`config.mk`:
```
export PLATFORM = sky130hd
export DESIGN_NAME = compton_pair_event_filter_unit
export DESIGN_NICKNAME = d
export VERILOG_FILES = /design/src/cpef_pkg.sv /design/src/cpef_fifo.sv /design/src/cpef_front.sv /design/src/cpef_back.sv /design/src/compton_pair_event_filter_unit.sv
export SDC_FILE = /design/constraint.sdc
export NUM_CORES = 2
export LEC_CHECK = 0
export BUFFER_PORTS_ARGS = -buffer_cell sky130_fd_sc_hd__buf_2
export CORE_MARGIN = 8
export CORE_UTILIZATION = 58
export DETAILED_ROUTE_END_ITERATION = 10
export PLACE_DENSITY = 0.75
export SYNTH_ARGS = -nofsm -noshare
export SYNTH_HDL_FRONTEND = slang
export SYNTH_SLANG_ARGS = --single-unit
export TNS_END_PERCENT = 10
```
`constraint.sdc`:
```
create_clock -name clk -period 21.3 [get_ports clk]
set_input_delay 4.26 -clock clk [delete_from_list [all_inputs] [get_ports clk]]
set_output_delay 4.26 -clock clk [all_outputs]
set_load 0.01 [all_outputs]
```
`src/cpef_pkg.sv`:
```
package cpef_pkg;

  // Field widths
  localparam int unsigned ENERGY_W = 24;
  localparam int unsigned POS_W    = 24;
  localparam int unsigned ID_W     = 32;

  // Layer codes
  localparam logic [1:0] LAYER_OTHER   = 2'd0;
  localparam logic [1:0] LAYER_SCATTER = 2'd1;
  localparam logic [1:0] LAYER_ABSORB  = 2'd2;
  localparam logic [1:0] LAYER_UNUSED  = 2'd3;  // treated as other

  // Item modes
  localparam logic MODE_HIT   = 1'b0;
  localparam logic MODE_FLUSH = 1'b1;

  // Register map (word index taken from paddr[2])
  localparam logic REG_REST_ENERGY = 1'b0;
  localparam logic [ENERGY_W-1:0] REST_ENERGY_RESET = 24'd511000;

  // One detector hit or flush beat
  typedef struct packed {
    logic                    mode;
    logic [ID_W-1:0]         event_id;
    logic [ENERGY_W-1:0]     hit_energy;
    logic signed [POS_W-1:0] hit_x;
    logic signed [POS_W-1:0] hit_y;
    logic signed [POS_W-1:0] hit_z;
    logic [1:0]              layer;
  } hit_t;

  // One coincidence pair
  typedef struct packed {
    logic [ENERGY_W-1:0]     scatter_energy;
    logic signed [POS_W-1:0] scatter_x;
    logic signed [POS_W-1:0] scatter_y;
    logic signed [POS_W-1:0] scatter_z;
    logic [ENERGY_W-1:0]     absorb_energy;
    logic signed [POS_W-1:0] absorb_x;
    logic signed [POS_W-1:0] absorb_y;
    logic signed [POS_W-1:0] absorb_z;
  } pair_t;

  // A held hit of the open group
  typedef struct packed {
    logic [ENERGY_W-1:0]     energy;
    logic signed [POS_W-1:0] x;
    logic signed [POS_W-1:0] y;
    logic signed [POS_W-1:0] z;
    logic [1:0]              layer;
  } held_t;

endpackage

```
`src/cpef_fifo.sv`:
```
module cpef_fifo #(
  parameter type T     = logic,
  parameter int  DEPTH = 4
) (
  input  logic clk,
  input  logic rst_n,
  input  logic push,
  input  T     wdata,
  output logic full,
  input  logic pop,
  output T     rdata,
  output logic empty
);

  localparam int AW = (DEPTH > 1) ? $clog2(DEPTH) : 1;

  T                mem_r [DEPTH];
  logic [AW-1:0]   wr_ptr_r, rd_ptr_r;
  logic [AW-1:0]   wr_ptr_nxt, rd_ptr_nxt;
  logic [AW:0]     cnt_r, cnt_nxt;
  logic            do_push, do_pop;

  assign full    = (cnt_r == (AW+1)'(DEPTH));
  assign empty   = (cnt_r == '0);
  assign do_push = push && !full;
  assign do_pop  = pop && !empty;
  assign rdata   = mem_r[rd_ptr_r];

  // Pointer wrap and occupancy
  always_comb begin
    wr_ptr_nxt = wr_ptr_r;
    rd_ptr_nxt = rd_ptr_r;
    cnt_nxt    = cnt_r;
    if (do_push) begin
      wr_ptr_nxt = (wr_ptr_r == AW'(DEPTH-1)) ? '0 : wr_ptr_r + 1'b1;
    end
    if (do_pop) begin
      rd_ptr_nxt = (rd_ptr_r == AW'(DEPTH-1)) ? '0 : rd_ptr_r + 1'b1;
    end
    if (do_push && !do_pop) begin
      cnt_nxt = cnt_r + 1'b1;
    end else if (do_pop && !do_push) begin
      cnt_nxt = cnt_r - 1'b1;
    end
  end

  always_ff @(posedge clk) begin
    if (!rst_n) begin
      wr_ptr_r <= '0;
      rd_ptr_r <= '0;
      cnt_r    <= '0;
    end else begin
      wr_ptr_r <= wr_ptr_nxt;
      rd_ptr_r <= rd_ptr_nxt;
      cnt_r    <= cnt_nxt;
    end
  end

  // Storage, no reset
  always_ff @(posedge clk) begin
    if (do_push) begin
      mem_r[wr_ptr_r] <= wdata;
    end
  end

endmodule

```
`src/cpef_front.sv`:
```
module cpef_front (
  input  logic           clk,
  input  logic           rst_n,
  input  logic           hit_valid,
  input  cpef_pkg::hit_t hit,
  output logic           cand_push,
  output cpef_pkg::pair_t cand
);

  logic                      group_active_r;
  logic [cpef_pkg::ID_W-1:0] group_id_r;
  logic [1:0]                group_count_r;
  cpef_pkg::held_t           held_r [2];
  cpef_pkg::held_t           hit_held;
  logic                      same_group;
  logic                      closing;
  logic                      pair_ok;

  // Classify the beat against the open group
  always_comb begin
    hit_held.energy = hit.hit_energy;
    hit_held.x      = hit.hit_x;
    hit_held.y      = hit.hit_y;
    hit_held.z      = hit.hit_z;
    hit_held.layer  = hit.layer;
    same_group = group_active_r && (hit.event_id == group_id_r);
    closing    = hit_valid && ((hit.mode == cpef_pkg::MODE_FLUSH) || !same_group);
    pair_ok    = group_active_r && (group_count_r == 2'd2) &&
                 (held_r[0].layer == cpef_pkg::LAYER_SCATTER) &&
                 (held_r[1].layer == cpef_pkg::LAYER_ABSORB);
  end

  // Candidate pair toward the energy check
  assign cand_push = closing && pair_ok;
  always_comb begin
    cand.scatter_energy = held_r[0].energy;
    cand.scatter_x      = held_r[0].x;
    cand.scatter_y      = held_r[0].y;
    cand.scatter_z      = held_r[0].z;
    cand.absorb_energy  = held_r[1].energy;
    cand.absorb_x       = held_r[1].x;
    cand.absorb_y       = held_r[1].y;
    cand.absorb_z       = held_r[1].z;
  end

  // Group tracking
  always_ff @(posedge clk) begin
    if (!rst_n) begin
      group_active_r <= 1'b0;
      group_id_r     <= '0;
      group_count_r  <= '0;
    end else if (hit_valid) begin
      if (hit.mode == cpef_pkg::MODE_FLUSH) begin
        group_active_r <= 1'b0;
        group_count_r  <= '0;
      end else if (same_group) begin
        if (group_count_r != 2'd3) begin
          group_count_r <= group_count_r + 1'b1;
        end
      end else begin
        group_active_r <= 1'b1;
        group_id_r     <= hit.event_id;
        group_count_r  <= 2'd1;
      end
    end
  end

  // Held hits, first two of the group
  always_ff @(posedge clk) begin
    if (hit_valid && hit.mode == cpef_pkg::MODE_HIT) begin
      if (!same_group) begin
        held_r[0] <= hit_held;
      end else if (group_count_r < 2'd2) begin
        held_r[group_count_r[0]] <= hit_held;
      end
    end
  end

endmodule

```
`src/cpef_back.sv`:
```
module cpef_back (
  input  logic                               clk,
  input  logic                               rst_n,
  input  logic [cpef_pkg::ENERGY_W-1:0]      rest_energy,
  input  logic                               cand_valid,
  input  cpef_pkg::pair_t                    cand,
  output logic                               cand_pop,
  output logic                               res_push,
  output cpef_pkg::pair_t                    res,
  input  logic                               res_full
);

  localparam int unsigned LHS_W = 2 * cpef_pkg::ENERGY_W;
  localparam int unsigned RHS_W = 2 * cpef_pkg::ENERGY_W + 1;

  logic             s1_v_r, s1_v_nxt;
  logic [LHS_W-1:0] s1_lhs_r, lhs_nxt;
  logic [RHS_W-1:0] s1_rhs_r, rhs_nxt;
  cpef_pkg::pair_t  s1_pair_r;
  logic             keep;
  logic             s1_go;
  logic             s1_rdy;

  // Products: rest*E1 and E2*(E1+E2)
  always_comb begin
    lhs_nxt = LHS_W'(rest_energy) * LHS_W'(cand.scatter_energy);
    rhs_nxt = RHS_W'(cand.absorb_energy) *
              (RHS_W'(cand.scatter_energy) + RHS_W'(cand.absorb_energy));
  end

  // Cosine within range: E2 > 0 and rest*E1 <= 2*E2*(E1+E2)
  assign keep   = (s1_pair_r.absorb_energy != '0) &&
                  ({2'b00, s1_lhs_r} <= {s1_rhs_r, 1'b0});
  assign s1_go  = s1_v_r && (!keep || !res_full);
  assign s1_rdy = !s1_v_r || s1_go;

  assign cand_pop = cand_valid && s1_rdy;
  assign res_push = s1_v_r && keep && !res_full;
  assign res      = s1_pair_r;

  always_comb begin
    s1_v_nxt = s1_v_r;
    if (cand_pop) begin
      s1_v_nxt = 1'b1;
    end else if (s1_go) begin
      s1_v_nxt = 1'b0;
    end
  end

  always_ff @(posedge clk) begin
    if (!rst_n) begin
      s1_v_r <= 1'b0;
    end else begin
      s1_v_r <= s1_v_nxt;
    end
  end

  // Product stage payload
  always_ff @(posedge clk) begin
    if (cand_pop) begin
      s1_lhs_r  <= lhs_nxt;
      s1_rhs_r  <= rhs_nxt;
      s1_pair_r <= cand;
    end
  end

endmodule

```
`src/compton_pair_event_filter_unit.sv`:
```
// Compton pair event filter: groups hits by event id and emits scatter/absorb pairs.
// Throughput: one beat per cycle; push is refused only while the pair queue is full.
// Path: the beat that closes a group writes its pair into the pair queue; the pair then moves
// into the product register and, once compared, into the result queue.
// Reset (rst_n low, synchronous): queues empty, no open group, rest_energy = 511000.
module compton_pair_event_filter_unit #(
  parameter int QUEUE_DEPTH = 4
) (
  input  logic                          clk,
  input  logic                          rst_n,
  // input side
  input  logic                          push,
  output logic                          full,
  input  cpef_pkg::hit_t                in_data,
  // result queue side
  output logic                          empty,
  input  logic                          pop,
  output cpef_pkg::pair_t               out_data,
  // configuration
  input  logic                          psel,
  input  logic                          penable,
  input  logic                          pwrite,
  input  logic [2:0]                    paddr,
  input  logic [31:0]                   pwdata,
  output logic [31:0]                   prdata,
  output logic                          pready
);

  logic [cpef_pkg::ENERGY_W-1:0] rest_energy_r;
  logic                          cfg_wr;
  logic                          in_beat;
  logic                          cand_push, cand_full, cand_pop, cand_empty;
  cpef_pkg::pair_t               cand_wdata, cand_rdata;
  logic                          res_push, res_full;
  cpef_pkg::pair_t               res_wdata;

  // Configuration register
  assign pready = 1'b1;
  assign cfg_wr = psel && penable && pwrite && pready;
  assign prdata = (paddr[2] == cpef_pkg::REG_REST_ENERGY) ?
                  {8'h00, rest_energy_r} : 32'h0;

  always_ff @(posedge clk) begin
    if (!rst_n) begin
      rest_energy_r <= cpef_pkg::REST_ENERGY_RESET;
    end else if (cfg_wr && paddr[2] == cpef_pkg::REG_REST_ENERGY) begin
      rest_energy_r <= pwdata[cpef_pkg::ENERGY_W-1:0];
    end
  end

  // Front: grouping and pair selection
  assign full    = cand_full;
  assign in_beat = push && !full;

  cpef_front u_front (
    .clk       (clk),
    .rst_n     (rst_n),
    .hit_valid (in_beat),
    .hit       (in_data),
    .cand_push (cand_push),
    .cand      (cand_wdata)
  );

  // Queue between front and energy check
  cpef_fifo #(.T(cpef_pkg::pair_t), .DEPTH(QUEUE_DEPTH)) u_cand_q (
    .clk   (clk),
    .rst_n (rst_n),
    .push  (cand_push),
    .wdata (cand_wdata),
    .full  (cand_full),
    .pop   (cand_pop),
    .rdata (cand_rdata),
    .empty (cand_empty)
  );

  // Back: Compton cosine check
  cpef_back u_back (
    .clk         (clk),
    .rst_n       (rst_n),
    .rest_energy (rest_energy_r),
    .cand_valid  (!cand_empty),
    .cand        (cand_rdata),
    .cand_pop    (cand_pop),
    .res_push    (res_push),
    .res         (res_wdata),
    .res_full    (res_full)
  );

  // Result queue
  cpef_fifo #(.T(cpef_pkg::pair_t), .DEPTH(QUEUE_DEPTH)) u_res_q (
    .clk   (clk),
    .rst_n (rst_n),
    .push  (res_push),
    .wdata (res_wdata),
    .full  (res_full),
    .pop   (pop),
    .rdata (out_data),
    .empty (empty)
  );

endmodule

```
==> flow_summary.toml <==
[yosys]
avgSynthCellArea_um2 = 14.8
synth_async_sr_flop_share = 0
ys_seq_area_frac = 0.548
ys_warn_count = 0
synthesis.instances = 7653
ys.flop_type = "edfxtp_1"
synth_seq_cells = 2099
synthDistinctLibCells = 80
synth-edff-count = 2021
syn-cell-area_um2 = 114000

[clock_network]
cts_setup_buffers = 0
htreeDepth = 4
cts-root-buf = "clkbuf_16"
clk_pin_slew_worst_paths_ns = 0.06
cts_buffers = 198
clk_path_buf_depth = 3
ctsHoldBuffers = 0
insertion_delay_ns = 0.89
cts_tree = "yes"
cts.sinks = 2099
post_cts_resize_count = 0

[cells_and_area]
nets = 9674
layout_common_cells = "edfxtp_1, inv_1, fa_1, nand2_1, ha_1"
area_growth_pct = 10.6
drive_gt1_frac = 0.154
final_common_cell = "edfxtp_1"

[sta]
tns_ns = 0
tightest_slew_ns = 1.25
relSlewSlack = 0.170
setup_violations = 0
hold_viol = 0
grt_setup_unrepaired = "no"
min_period_over_period = 0.634
skew_ns = 0.0775
maxSlewViolCount = 0
max_clock_freq_ghz = 0.0740
fin_crit_ns = 13.51

[die]
die_width_um = 459
die_area_um2 = 210000
core_area_um2 = 195000
row_count = 162
initial_core_util = 0.583
io_pins = 400
die_h_um = 459

[global_route]
grt_max_degree = 106
antenna_found_initial = 31
first_global_vias = 68427
globalRouteOverflowTotal = 0
grt.total_usage = 0.263
grt_pass1_wl_um = 418000

[setup_path]
crit_path_start_kind = "register"
cpPeakStageDelay_ns = 0.86
crit_path_end_kind = "register"
critPathKind = "reg -> reg"
crit_end = "u_back.s1_rhs_r[48]"
reg2reg_slack_ns = 7.79
cp_common_cell = "fa_1"
r2r_cells = 35
critical_path_required_ns = 21.85
crit_fanout = 43
worstPathArrival_ns = 14.07
worst_path_max_delay_cell = "dfxtp_4"
rr_endpoint = "u_back.s1_rhs_r[48]"

[detailed_routing]
route.detailed.drc = 0
routed_wl_um = 275000
vias_per_cell = 5.82
ant_nets = 0
via_count = 63389
drt_pre_antenna_iters = 6
route.detailed.wl_per_inst_um = 25.3
drtIter0Drc = 5388

[flow_run]
maxCapViolCount = 0

[place]
gp_congestion = 0.952
port_buffers = 380
hpwl_um = 178000

[min_path]
hold_path_class = "reg -> reg"

[outcome]
run_status = "complete, no violations"
==> final cells by class <==
type | instances | area (µm²)
clock inverter | 119 | 1430
tap | 2624 | 3280
antenna | 17 | 42.5
sequential | 2099 | 62300
timing repair buffer | 533 | 3130
clock buffer | 246 | 5200
multi-input combinational | 4087 | 46000
fill | 13486 | 69100
inverter | 1158 | 4350
==> worst min path at each step <==
stage / start / to / slack (ns) / depth (start not counted)
after floorplan: u_front.group_active_r / u_front.group_active_r / 0.46 / 2
after CTS: u_front.held_r[0][70] / u_cand_q.mem_r[3][164] / 0.46 / 0
after global placement: rest_energy_r[18] / rest_energy_r[18] / 0.45 / 2
after global routing: u_front.held_r[1][89] / u_cand_q.mem_r[2][87] / 0.48 / 0
after detailed placement: rest_energy_r[23] / rest_energy_r[23] / 0.46 / 2
final: rest_energy_r[23] / rest_energy_r[23] / 0.47 / 2
==> flip-flops by register name, indices dropped and copies added, names as in the netlist, 24 cells and up, named ones only <==
signal,cells
u_back.res,192
u_back.s1_lhs_r,48
u_front.held_r,196
u_back.s1_rhs_r,49
u_res_q.mem_r,768
u_front.group_id_r,32
rest_energy_r,24
u_cand_q.mem_r,768
==> per-layer routing <==
layer	global-route usage	part of all wire
met5	0	0.00050
met4	0.0991	0.041
met3	0.0533	0.079
met2	0.455	0.51
met1	0.331	0.37
==> critical path, delay by kind of cell, from the launching register on <==
kind	cells	cell delay, ns
and+or+nand+nor	5	0.93
buffers and inverters	7	2.15
adders and majority gates	9	4.60
AOI/OAI and AO/OA	11	3.48
xor gates and xnor gates	1	0.46
DFF	1	0.86
muxes	2	0.62
==> Yosys cell counts (12+ instances only) <==
library cell | count | area (µm²)
nor3_1 | 23 | 115
nor2_1 | 351 | 1320
mux2i_1 | 62 | 621
buf_1 | 46 | 173
clkbuf_1 | 222 | 833
o21ai_1 | 15 | 75.1
o21bai_1 | 24 | 180
and3_1 | 16 | 100
xor2_1 | 77 | 674
fa_1 | 989 | 19800
dfxtp_1 | 78 | 1560
edfxtp_1 | 2021 | 60700
nor2b_1 | 78 | 488
nand2_1 | 815 | 3060
a21boi_0 | 21 | 158
mux4_2 | 363 | 8180
and2_1 | 228 | 1430
nor4_1 | 17 | 106
mux2_2 | 21 | 236
o21a_1 | 18 | 135
inv_1 | 1148 | 4310
a211oi_1 | 12 | 90.1
nand4_1 | 26 | 163
ha_1 | 435 | 5440
a21oi_1 | 113 | 566
nand2b_1 | 15 | 93.8
xnor2_1 | 82 | 718
buf_2 | 35 | 175
o21ai_0 | 61 | 305
buf_4 | 12 | 90.1
a21o_1 | 72 | 541
nand3_1 | 37 | 185
==> kinds of logic after synthesis <==
logic type	Yosys count	synth area share
AND/OR/NAND/NOR	1629	0.0637
other	2	0.0000661
adder cells (fa/ha/maj)	1424	0.222
multiplexers	446	0.0795
buffers and inverters	1474	0.0495
flip-flops	2099	0.548
AO/OA/AOI/OAI	416	0.0242
XOR/XNOR	163	0.0128
==> stage by stage <==
step | utilization | std cells | hold WS [ns] | cell area [µm²] | worst slack, ns
final | 0.645 | 10883 | 0.470 | 126000 | 7.79
after global routing | 0.645 | 10873 | 0.484 | 126000 | 7.25
after CTS | 0.645 | 10866 | 0.462 | 126000 | 7.88
after detailed placement | 0.611 | 10501 | 0.463 | 119000 | 7.97
after global placement | 0.611 | 10501 | 0.453 | 119000 | 7.97
after floorplan | - | 7660 | 0.458 | 114000 | 5.87
Power is left out: the tool's default activity adds up to more than one toggle a clock period on the data nets, which glitch-free logic cannot reach.
